File: config.mk
export PLATFORM = sky130hd
export DESIGN_NAME = bhs_front
export DESIGN_NICKNAME = d
export VERILOG_FILES = /design/src/rtl/bhs_pkg.sv /design/src/rtl/bhs_front.sv
export SDC_FILE = /design/constraint.sdc
export NUM_CORES = 1
export LEC_CHECK = 0
export BUFFER_PORTS_ARGS = -buffer_cell sky130_fd_sc_hd__buf_2
export CAP_MARGIN = 0
export CORE_ASPECT_RATIO = 1.25
export CORE_MARGIN = 2
export CORE_UTILIZATION = 43
export DETAILED_ROUTE_END_ITERATION = 6
export GPL_ROUTABILITY_DRIVEN = 1
export GPL_TIMING_DRIVEN = 0
export MAX_ROUTING_LAYER = met4
export SLEW_MARGIN = 20
export SYNTH_ARGS = -nofsm -noshare
export SYNTH_HDL_FRONTEND = slang
export SYNTH_SLANG_ARGS = --single-unit
File: constraint.sdc
create_clock -name clock -period 10.53 [get_ports clock]
set_input_delay 1.053 -clock clock [delete_from_list [all_inputs] [get_ports clock]]
set_output_delay 1.053 -clock clock [all_outputs]
set_load 0.1 [all_outputs]
File: src/rtl/bhs_pkg.sv
// Shared types, constants and state codes for the bucketed hash set.
// No dependencies; every other file imports this package.
`default_nettype none

package bhs_pkg;

   localparam int KEY_W       = 32;
   localparam int CSR_W       = 9;
   localparam int STATUS_W    = 3;
   localparam int INDEX_OUT_W = 8;
   localparam int HASH_SHIFT  = 2;

   localparam int DEF_BUCKETS = 256;
   localparam int DEF_WAYS    = 4;

   localparam logic [CSR_W-1:0] BUCKET_COUNT_RESET = 9'd256;

   // remainder unit: quotient bits retired per cycle
   localparam int DIV_BITS   = 4;
   localparam int DIV_CYCLES = KEY_W / DIV_BITS;
   localparam int STEP_W     = $clog2(DIV_CYCLES);

   localparam int QUEUE_DEPTH = 2;

   localparam logic OP_ADD    = 1'b0;
   localparam logic OP_REMOVE = 1'b1;

   localparam logic [STATUS_W-1:0] ST_INSERTED  = 3'd0;
   localparam logic [STATUS_W-1:0] ST_PRESENT   = 3'd1;
   localparam logic [STATUS_W-1:0] ST_REMOVED   = 3'd2;
   localparam logic [STATUS_W-1:0] ST_NOT_FOUND = 3'd3;
   localparam logic [STATUS_W-1:0] ST_FULL      = 3'd4;

   typedef struct packed {
      logic             operation;
      logic [KEY_W-1:0] key;
   } bhs_req_type;

   typedef struct packed {
      logic [STATUS_W-1:0]    status;
      logic [INDEX_OUT_W-1:0] bucket_index;
   } bhs_rsp_type;

   typedef enum logic [1:0] {
      F_IDLE,
      F_DIVIDE,
      F_HANDOFF
   } front_state_type;

   typedef enum logic [1:0] {
      B_CLEAR,
      B_IDLE,
      B_EVAL
   } back_state_type;

endpackage

`default_nettype wire

File: src/rtl/bhs_front.sv
// Front stage: takes a request and reduces (key >> 2) modulo the bucket count
// with a radix-16 restoring remainder unit. Depends on bhs_pkg.
`default_nettype none

module bhs_front #(
   parameter int BUCKETS = bhs_pkg::DEF_BUCKETS
) (
   input  logic                                   clock,
   input  logic                                   reset,
   input  logic                                   start,
   input  bhs_pkg::bhs_req_type                   req,
   input  logic [$clog2(BUCKETS+1)-1:0]           divisor,
   output logic                                   idle,
   output logic                                   q_push,
   output logic                                   q_operation,
   output logic [bhs_pkg::KEY_W-1:0]              q_key,
   output logic [((BUCKETS > 1) ? $clog2(BUCKETS) : 1)-1:0] q_bucket,
   input  logic                                   q_full
);
   import bhs_pkg::*;

   localparam int CNT_W = $clog2(BUCKETS + 1);
   localparam int IDX_W = (BUCKETS > 1) ? $clog2(BUCKETS) : 1;

   front_state_type  state_ff, state_in;
   logic [STEP_W-1:0] step_ff;
   logic             operation_ff;
   logic [KEY_W-1:0] key_ff;
   logic [KEY_W-1:0] dividend_ff, dividend_in;
   logic [CNT_W-1:0] rem_ff, rem_in;
   logic [CNT_W:0]   trial;
   logic             load, run, last_step;

   assign last_step = (step_ff == STEP_W'(DIV_CYCLES - 1));

   always_comb begin
      state_in = state_ff;
      unique case (state_ff)
         F_IDLE:    if (start) state_in = F_DIVIDE;
         F_DIVIDE:  if (last_step) state_in = F_HANDOFF;
         F_HANDOFF: if (!q_full) state_in = F_IDLE;
         default:   state_in = F_IDLE;
      endcase
   end

   always_comb begin
      idle   = 1'b0;
      load   = 1'b0;
      run    = 1'b0;
      q_push = 1'b0;
      unique case (state_ff)
         F_IDLE: begin
            idle = 1'b1;
            load = start;
         end
         F_DIVIDE:  run = 1'b1;
         F_HANDOFF: q_push = !q_full;
         default:   idle = 1'b0;
      endcase
   end

   // DIV_BITS restoring steps per cycle; remainder stays below the divisor
   always_comb begin
      rem_in      = rem_ff;
      dividend_in = dividend_ff;
      trial       = '0;
      for (int i = 0; i < DIV_BITS; i++) begin
         trial       = {rem_in, dividend_in[KEY_W-1]};
         dividend_in = {dividend_in[KEY_W-2:0], 1'b0};
         if (trial >= {1'b0, divisor}) begin
            trial = trial - {1'b0, divisor};
         end
         rem_in = trial[CNT_W-1:0];
      end
   end

   always_ff @(posedge clock) begin
      if (reset) begin
         state_ff <= F_IDLE;
      end else begin
         state_ff <= state_in;
      end
   end

   always_ff @(posedge clock) begin
      if (load) begin
         operation_ff <= req.operation;
         key_ff       <= req.key;
         dividend_ff  <= req.key >> HASH_SHIFT;
         rem_ff       <= '0;
         step_ff      <= '0;
      end else if (run) begin
         dividend_ff <= dividend_in;
         rem_ff      <= rem_in;
         step_ff     <= step_ff + 1'b1;
      end
   end

   assign q_operation = operation_ff;
   assign q_key       = key_ff;
   assign q_bucket    = IDX_W'(rem_ff);

endmodule

`default_nettype wire

==> metrics.txt <==
number of buffers created by CTS=9; Worst setup SP type=input port; area delta synth->final=19.57%; vias=3584; DR vias/cell=5.398; Cell Count, Final, Fillers Out=664; GP Congestion=0.8183; most frequent cells in the layout=buf_2, edfxtp_1, mux2_2, ha_1; Critical-path top delay cell=fa_1; Hold Path Class=register to register; Max Root-Sink Buffers=2; WHS=446.6 ps; Clk Latency, worst-skew pair=330 ps; largest net degree at the start of global routing=31; xor/xnor share of the synthesized area=4.179%; Mean Syn Cell Area=11.45 µm²; synth unique cells=49; commonest non-fill, non-tap cell in the layout=buf_2; H-tree Lvls=3; # setup viols final=0; PortBufs=88; Sink Count=79; Post-synth EDFFs=63; initial core utilization=43.71%; Setup Skew=6.116 ps; die width=98.71 µm; Max Cap Viol=0; crit share post-route=93.72%; Main synth FF type=edfxtp_1; 1st-iter DRT viols=124; crit path DAT=10080 ps; FP Rows=43; multiplexer share of the synthesized area=11.94%; synth top area cells=edfxtp_1, ha_1, mux2_2; Tot GR Track Use=18.45%; Post-CTS Setup Bufs=0; Yosys reg bits=79; DRT Pass-1 Iters=4; CTS Root Buffer Type=clkbuf_16; post-synthesis compound-gate area fraction=13.47%; Routed WL=10660 µm; share of cells above drive strength 1=31.76%; crit path max fanout=10; most used cell, CP=a21oi_1; Cells after Synth=421; worst path required time=10740 ps; drt wl/cell=16.05 µm; largest family of logic cells by synthesized area=compound AO/OA/AOI/OAI gates; Synth async-reset ratio=0%; area share of fa/ha/maj cells after synthesis=11.52%; status=finished clean; Final #Nets=612; fmax=0.1013 GHz; Synth Area in Simple Gates=9.136%; Yosys top cell area share=39.24%; Worst-Margin Slew=661.6 ps; Syn Nets=509; TNS Setup=0 ps; hold_buf cts=0; initial antenna violation count=0; post-route ant nets=0; CTS tree=yes; vias in the first global route=3546; CP max stage delay=550 ps; Seq/Total Area, Yosys=45.89%; die area=12080 µm²; WS Path Type=input port to register; die height=122.4 µm; Worst setup EP type=register; core area=11030 µm²; Max Slew Vio Count=0; Overflow after GRT=0; I/O pins=89; final hold viol count=0; RSZ-0062 raised after global routing=false; fin crit period=9868 ps; Worst slew margin=55.73%; post-CTS sizing=0; clock-pin slew on the worst setup and hold paths=60 ps; Cells after DPL=645; synthesized area=4821 µm²; DRC=0; area leader, netlist=edfxtp_1; post-detail-place hpwl=8441 µm; global-route wire length before repair=16700 µm; YS warnings=0; Antenna Diode Count=0
-- logic make-up (layout without fill, tap and decap cells) --
| family | Yosys count | in the layout |
|---|---|---|
| AOI/OAI and AO/OA | 93 | 93 |
| and+or+nand+nor | 95 | 95 |
| xor gates and xnor gates | 23 | 23 |
| buffers and inverters | 37 | 145 |
| muxes | 52 | 52 |
| adders and majority gates | 42 | 42 |
| DFF | 79 | 79 |
-- cell usage after synthesis (9+ instances only) --
cell type	instances
edfxtp_1	63
a21oi_1	22
a21o_1	10
dfxtp_1	16
nand2_1	29
nor2_1	29
ha_1	38
inv_1	20
o21ai_0	16
mux2_2	40
mux2i_1	11
xnor2_1	14
xor2_1	9
-- registers in the layout (all words and copies together), names as in the netlist --
signal	count
dividend_ff	32
q_key	32
q_operation	1
rem_ff	9
state_ff	2
step_ff	3
-- critical path: cells and delay by family --
kind	cells	cell delay, ps
AO/OA/AOI/OAI	20	4660
adder cells (fa/ha/maj)	4	1720
AND/OR/NAND/NOR	4	890
multiplexers	3	890
buffers and inverters	4	830
-- area by class of cell --
type	instances	area [µm²]
inverter	20	75.07
sequential	79	2212
timing repair buffer	92	483.0
fill	1001	5265
tap	135	168.9
clock buffer	10	229.0
multi-input combinational	305	2422
clock inverter	6	61.31
buffer	17	112.6
-- layer usage --
| layer | global-route usage [%] | up-vias | part of all wire (%) |
|---|---|---|---|
| met5 | - | - | 0 |
| met4 | 7.106 | 0 | 1.8 |
| met3 | 4.328 | 13 | 5.0 |
| met2 | 32.65 | 104 | 52 |
| met1 | 20.15 | 1696 | 41 |
| li1 | - | 1771 | - |
-- path summary, 6_finish.rpt --
kind | from | to | slack, ps | cells past startpoint
worst min-delay path | dividend_ff[26]$_DFFE_PP_ | dividend_ff[30]$_SDFFE_PP0P_ | 450 | 2
worst max register to register | dividend_ff[31]$_SDFFE_PP0P_ | rem_ff[2]$_SDFFE_PP0P_ | 1150 | 36
worst max-delay path | divisor[1] | rem_ff[2]$_SDFFE_PP0P_ | 660 | 35
worst min register to register | dividend_ff[26]$_DFFE_PP_ | dividend_ff[30]$_SDFFE_PP0P_ | 450 | 2
-- through the flow --
step                      setup slack, ps  util (%)  area (µm²)
after CTS                           489.8     52.06        5742
final                               661.6     52.26        5764
after floorplan                      1533         -        4821
after detailed placement            158.1     49.43        5451
after global routing                15.55     52.26        5764
after global placement              175.4     49.23        5430
Power is not shown: default switching activity piles up to over one toggle a cycle in this logic, so the estimate is an artifact.
