<file path="src/rtl/bhs_pkg.sv">
// Shared types, constants and state codes for the bucketed hash set.
// No dependencies; every other file imports this package.
`default_nettype none

package bhs_pkg;

   localparam int KEY_W       = 32;
   localparam int CSR_W       = 9;
   localparam int STATUS_W    = 3;
   localparam int INDEX_OUT_W = 8;
   localparam int HASH_SHIFT  = 2;

   localparam int DEF_BUCKETS = 256;
   localparam int DEF_WAYS    = 4;

   localparam logic [CSR_W-1:0] BUCKET_COUNT_RESET = 9'd256;

   // remainder unit: quotient bits retired per cycle
   localparam int DIV_BITS   = 4;
   localparam int DIV_CYCLES = KEY_W / DIV_BITS;
   localparam int STEP_W     = $clog2(DIV_CYCLES);

   localparam int QUEUE_DEPTH = 2;

   localparam logic OP_ADD    = 1'b0;
   localparam logic OP_REMOVE = 1'b1;

   localparam logic [STATUS_W-1:0] ST_INSERTED  = 3'd0;
   localparam logic [STATUS_W-1:0] ST_PRESENT   = 3'd1;
   localparam logic [STATUS_W-1:0] ST_REMOVED   = 3'd2;
   localparam logic [STATUS_W-1:0] ST_NOT_FOUND = 3'd3;
   localparam logic [STATUS_W-1:0] ST_FULL      = 3'd4;

   typedef struct packed {
      logic             operation;
      logic [KEY_W-1:0] key;
   } bhs_req_type;

   typedef struct packed {
      logic [STATUS_W-1:0]    status;
      logic [INDEX_OUT_W-1:0] bucket_index;
   } bhs_rsp_type;

   typedef enum logic [1:0] {
      F_IDLE,
      F_DIVIDE,
      F_HANDOFF
   } front_state_type;

   typedef enum logic [1:0] {
      B_CLEAR,
      B_IDLE,
      B_EVAL
   } back_state_type;

endpackage

`default_nettype wire

</file>
<file path="src/rtl/bhs_queue.sv">
// Small two-entry queue used between the front and back stages and at the output.
// Depends on bhs_pkg for the depth.
`default_nettype none

module bhs_queue #(
   parameter type item_type = logic
) (
   input  logic     clock,
   input  logic     reset,
   input  logic     push,
   input  item_type push_data,
   output logic     full,
   input  logic     pop,
   output item_type pop_data,
   output logic     empty
);
   import bhs_pkg::*;

   localparam int PTR_W = (QUEUE_DEPTH > 1) ? $clog2(QUEUE_DEPTH) : 1;
   localparam int CNT_W = $clog2(QUEUE_DEPTH + 1);

   item_type         slot_ff [QUEUE_DEPTH];
   logic [PTR_W-1:0] wr_ptr_ff, wr_ptr_in;
   logic [PTR_W-1:0] rd_ptr_ff, rd_ptr_in;
   logic [CNT_W-1:0] count_ff, count_in;
   logic             do_push, do_pop;

   assign full     = (count_ff == CNT_W'(QUEUE_DEPTH));
   assign empty    = (count_ff == '0);
   assign do_push  = push && !full;
   assign do_pop   = pop && !empty;
   assign pop_data = slot_ff[rd_ptr_ff];

   always_comb begin
      wr_ptr_in = wr_ptr_ff;
      rd_ptr_in = rd_ptr_ff;
      count_in  = count_ff;
      if (do_push) begin
         wr_ptr_in = (wr_ptr_ff == PTR_W'(QUEUE_DEPTH - 1)) ? '0 : wr_ptr_ff + 1'b1;
      end
      if (do_pop) begin
         rd_ptr_in = (rd_ptr_ff == PTR_W'(QUEUE_DEPTH - 1)) ? '0 : rd_ptr_ff + 1'b1;
      end
      if (do_push && !do_pop) begin
         count_in = count_ff + 1'b1;
      end else if (!do_push && do_pop) begin
         count_in = count_ff - 1'b1;
      end
   end

   always_ff @(posedge clock) begin
      if (reset) begin
         wr_ptr_ff <= '0;
         rd_ptr_ff <= '0;
         count_ff  <= '0;
      end else begin
         wr_ptr_ff <= wr_ptr_in;
         rd_ptr_ff <= rd_ptr_in;
         count_ff  <= count_in;
      end
   end

   always_ff @(posedge clock) begin
      if (do_push) begin
         slot_ff[wr_ptr_ff] <= push_data;
      end
   end

endmodule

`default_nettype wire

</file>
<file path="config.mk">
export PLATFORM = sky130hd
export DESIGN_NAME = bhs_queue
export DESIGN_NICKNAME = d
export VERILOG_FILES = /design/src/rtl/bhs_pkg.sv /design/src/rtl/bhs_queue.sv
export SDC_FILE = /design/constraint.sdc
export NUM_CORES = 1
export LEC_CHECK = 0
export BUFFER_PORTS_ARGS = -buffer_cell sky130_fd_sc_hd__buf_2
export CAP_MARGIN = 40
export CORE_AREA = 4 4 41 43
export CTS_CLUSTER_DIAMETER = 60
export DETAILED_ROUTE_END_ITERATION = 16
export DIE_AREA = 0 0 45 47
export MAX_ROUTING_LAYER = met4
export PLACE_DENSITY = 0.43
export SYNTH_ARGS = -nofsm -noshare
export SYNTH_HDL_FRONTEND = slang
export SYNTH_SLANG_ARGS = --single-unit
</file>
<file path="constraint.sdc">
create_clock -name clock -period 2 [get_ports clock]
set_input_delay 0.3 -clock clock [delete_from_list [all_inputs] [get_ports clock]]
set_output_delay 0.3 -clock clock [all_outputs]
set_load 0.01 [all_outputs]
</file>
==> flow_metrics.env <==
export IMPL_vdd_ir_drop_max_mv=0.4537
export IMPL_maxCapViolCount=0
export IMPL_worst_path_buf_inv=0
export IMPL_placed_cells=50
export IMPL_drive_above_1_share_pct=30.77
export IMPL_yosys_warnings=0
export IMPL_end_kind="flop"
export IMPL_min_period_ns=1.554
export IMPL_die_w_um=45
export IMPL_clk_pin_slew_ns=0.05
export IMPL_postLayoutCellArea_um2=369.1
export IMPL_p_int_w=0.0003560
export IMPL_place_congestion=0.6177
export IMPL_period_share_pct=77.68
export IMPL_ctsHtreeMaxLevel=1
export IMPL_power_switching_w=0.0001821
export IMPL_crit_chain="o21ai_0, ha_1, or3_1, a21oi_1"
export IMPL_seq_area_frac_synth_pct=55.41
export IMPL_hp_class="in -> reg"
export IMPL_synth_compound_area_share_pct=8.658
export IMPL_cp_data_arrival_time_ns=1.73
export IMPL_synth_adder_area_share_pct=4.329
export IMPL_antenna_found_initial=0
export IMPL_crit_path_max_incr_delay_ns=0.36
export IMPL_via_per_inst=4.167
export IMPL_cp_max_fo=5
export IMPL_nFillCells=153
export IMPL_initial_utilization_pct=22.21
export IMPL_maxSlewHeadroom_pct=78.03
export IMPL_fin_hold_ws_ns=0.2490
export IMPL_slew_violations=0
export IMPL_dpl_instance_area_um2=342.8
export IMPL_pwr_share_comb_pct=35.6
export IMPL_ys_ff_latch=7
export IMPL_synth_cell_types=12
export IMPL_p_per_area_nw_per_um2=1458
export IMPL_wirelength_um=572
export IMPL_yosys_top_cells_area="dfxtp_1 35%, edfxtp_1 21%, xor2_1 9.1%"
export IMPL_power_frac_seq_pct=41.6
export IMPL_hpwlAfterDp_um=459.1
export IMPL_die_h_um=47
export IMPL_remaining_drc_errors=0
export IMPL_crit_type="reg -> reg"
export IMPL_synth_nets=34
export IMPL_max_slew_worst_pin_slew_ns=0.3261
export IMPL_diodes=0
export IMPL_synth_top_area_share_pct=34.63
export IMPL_ant_nets=0
export IMPL_via_count=225
export IMPL_startpoint_type="flop"
export IMPL_fmax_ghz=0.6436
export IMPL_yosys_mux_area_fraction_pct=3.896
export IMPL_switching_share_pct=33.84
export IMPL_layout_common_cells="7 x buf_2, 5 x nor2_1, 5 x dfxtp_1"
export IMPL_cts_num_sinks=7
export IMPL_pin_count=8
export IMPL_layout_nets=46
export IMPL_row_count=13
export IMPL_cts_setup_buffers=0
export IMPL_cts_buffers=3
export IMPL_cts_root_buf="clkbuf_4"
export IMPL_final_common_cell="buf_2"
export IMPL_synth_xor_area_share_pct=9.091
export IMPL_netlist_instances=28
export IMPL_yosys_area_share_simple_pct=16.02
export IMPL_setup_violations=0
export IMPL_cts_resized=0
export IMPL_setup_tns_ns=0
export IMPL_grt_overflow=0
export IMPL_cts_hold_buf=0
export IMPL_routedWlPerCell_um=10.59
export IMPL_finalHoldViolCount=0
export IMPL_power_w=0.0005382
export IMPL_path_delay_family="compound AO/OA/AOI/OAI gates"
export IMPL_slowest_stage="dfxtp_1"
export IMPL_drt_first_pass_iters=2
export IMPL_status="completed"
export IMPL_grt_pass1_vias=231
export IMPL_synth_top_family_by_area="simple AND/OR/NAND/NOR gates"
export IMPL_cp_required_ns=2.18
export IMPL_rsz0062_at_grt="no"
export IMPL_synth_top_cell_by_area="dfxtp_1"
export IMPL_p_leak_nw=0.1663
export IMPL_core_um2=1301
export IMPL_skew_ns=0.0001856
export IMPL_cts_tree="done"
export IMPL_postSynthAreaPerCell_um2=10.32
export IMPL_dieArea_um2=2115
export IMPL_areaGrowthSynthToFinish_pct=27.71
export IMPL_final_instance_count_excl_fill=54
export IMPL_clk_insertion_delay_late_ns=0.24
export IMPL_synth_cell_area_um2=289.0
export IMPL_detailedRoute_firstIterationViolations=1
export IMPL_clockBufferDepth=2
export IMPL_grt_pass1_wl_um=931
export IMPL_grtUsageTotal_pct=7.043
export IMPL_grt_max_degree=6
export IMPL_p_clk_share_pct=22.9
export IMPL_io_buffer_count=7
==> cells by family after synthesis <==
logic type | Yosys count
xor+xnor | 3
mux | 1
compound gates | 5
flops | 7
fa+ha+maj | 1
buf+inv | 2
simple gates | 9
==> metal layers <==
metal,vias to the layer above,global-route usage (%),routed length (um)
li1,116,-,-
met1,101,6.207,254
met5,-,-,0
met3,2,3.448,40
met2,6,10.73,272
met4,0,7.018,5
==> worst reg2reg max path, stage by stage (launching register included) <==
cell	delay [ns]
dfxtp_1	0.36
o21ai_0	0.31
ha_1	0.33
or3_1	0.35
a21oi_1	0.13
==> Yosys cell counts, drive strengths merged <==
library cell	instances
and2	1
or3	2
o21ai	3
edfxtp	2
xor2	3
ha	1
nor2	5
nor2b	1
a21oi	2
mux2	1
inv	2
dfxtp	5
==> power groups by stage <==
stage | Combinational, W | Sequential [W] | Clock (W)
2_1_floorplan | 0.000138 | 0.000217 | 0
3_3_place_gp | 0.000183 | 0.000221 | 0
3_5_place_dp | 0.000193 | 0.000227 | 0
4_1_cts | 0.000197 | 0.000224 | 0.000133
5_1_grt | 0.000213 | 0.000227 | 0.000142
6_report | 0.000191 | 0.000224 | 0.000123
==> cell type report <==
cell class	instances	area [um^2]	share of cell area [%]
clock buffer	4	26.28	7.119
inverter	2	7.507	2.034
sequential	7	160.2	43.39
tap	15	18.77	5.085
timing repair buffer	7	35.03	9.492
multi-input combinational	19	121.4	32.88
==> final timing paths <==
kind / from / endpoint / slack [ns] / cells after the start
worst max-delay path: count_ff[0] / count_ff[1] / 0.45 / 4
worst min register to register: wr_ptr_ff / wr_ptr_ff / 0.49 / 2
worst min-delay path: push_data / slot_ff[0] / 0.25 / 1
worst max register to register: count_ff[0] / count_ff[1] / 0.45 / 4
==> per-stage QoR <==
| step | util [%] | worst slack [ns] |
|---|---|---|
| final | 28.37 | 0.4463 |
| after global routing | 28.37 | 0.3650 |
| after CTS | 28.37 | 0.4167 |
| after detailed placement | 26.35 | 0.4354 |
| after global placement | 26.35 | 0.5301 |
| after floorplan | - | 0.5312 |
Note: power is estimated with default switching activity, not from simulation.
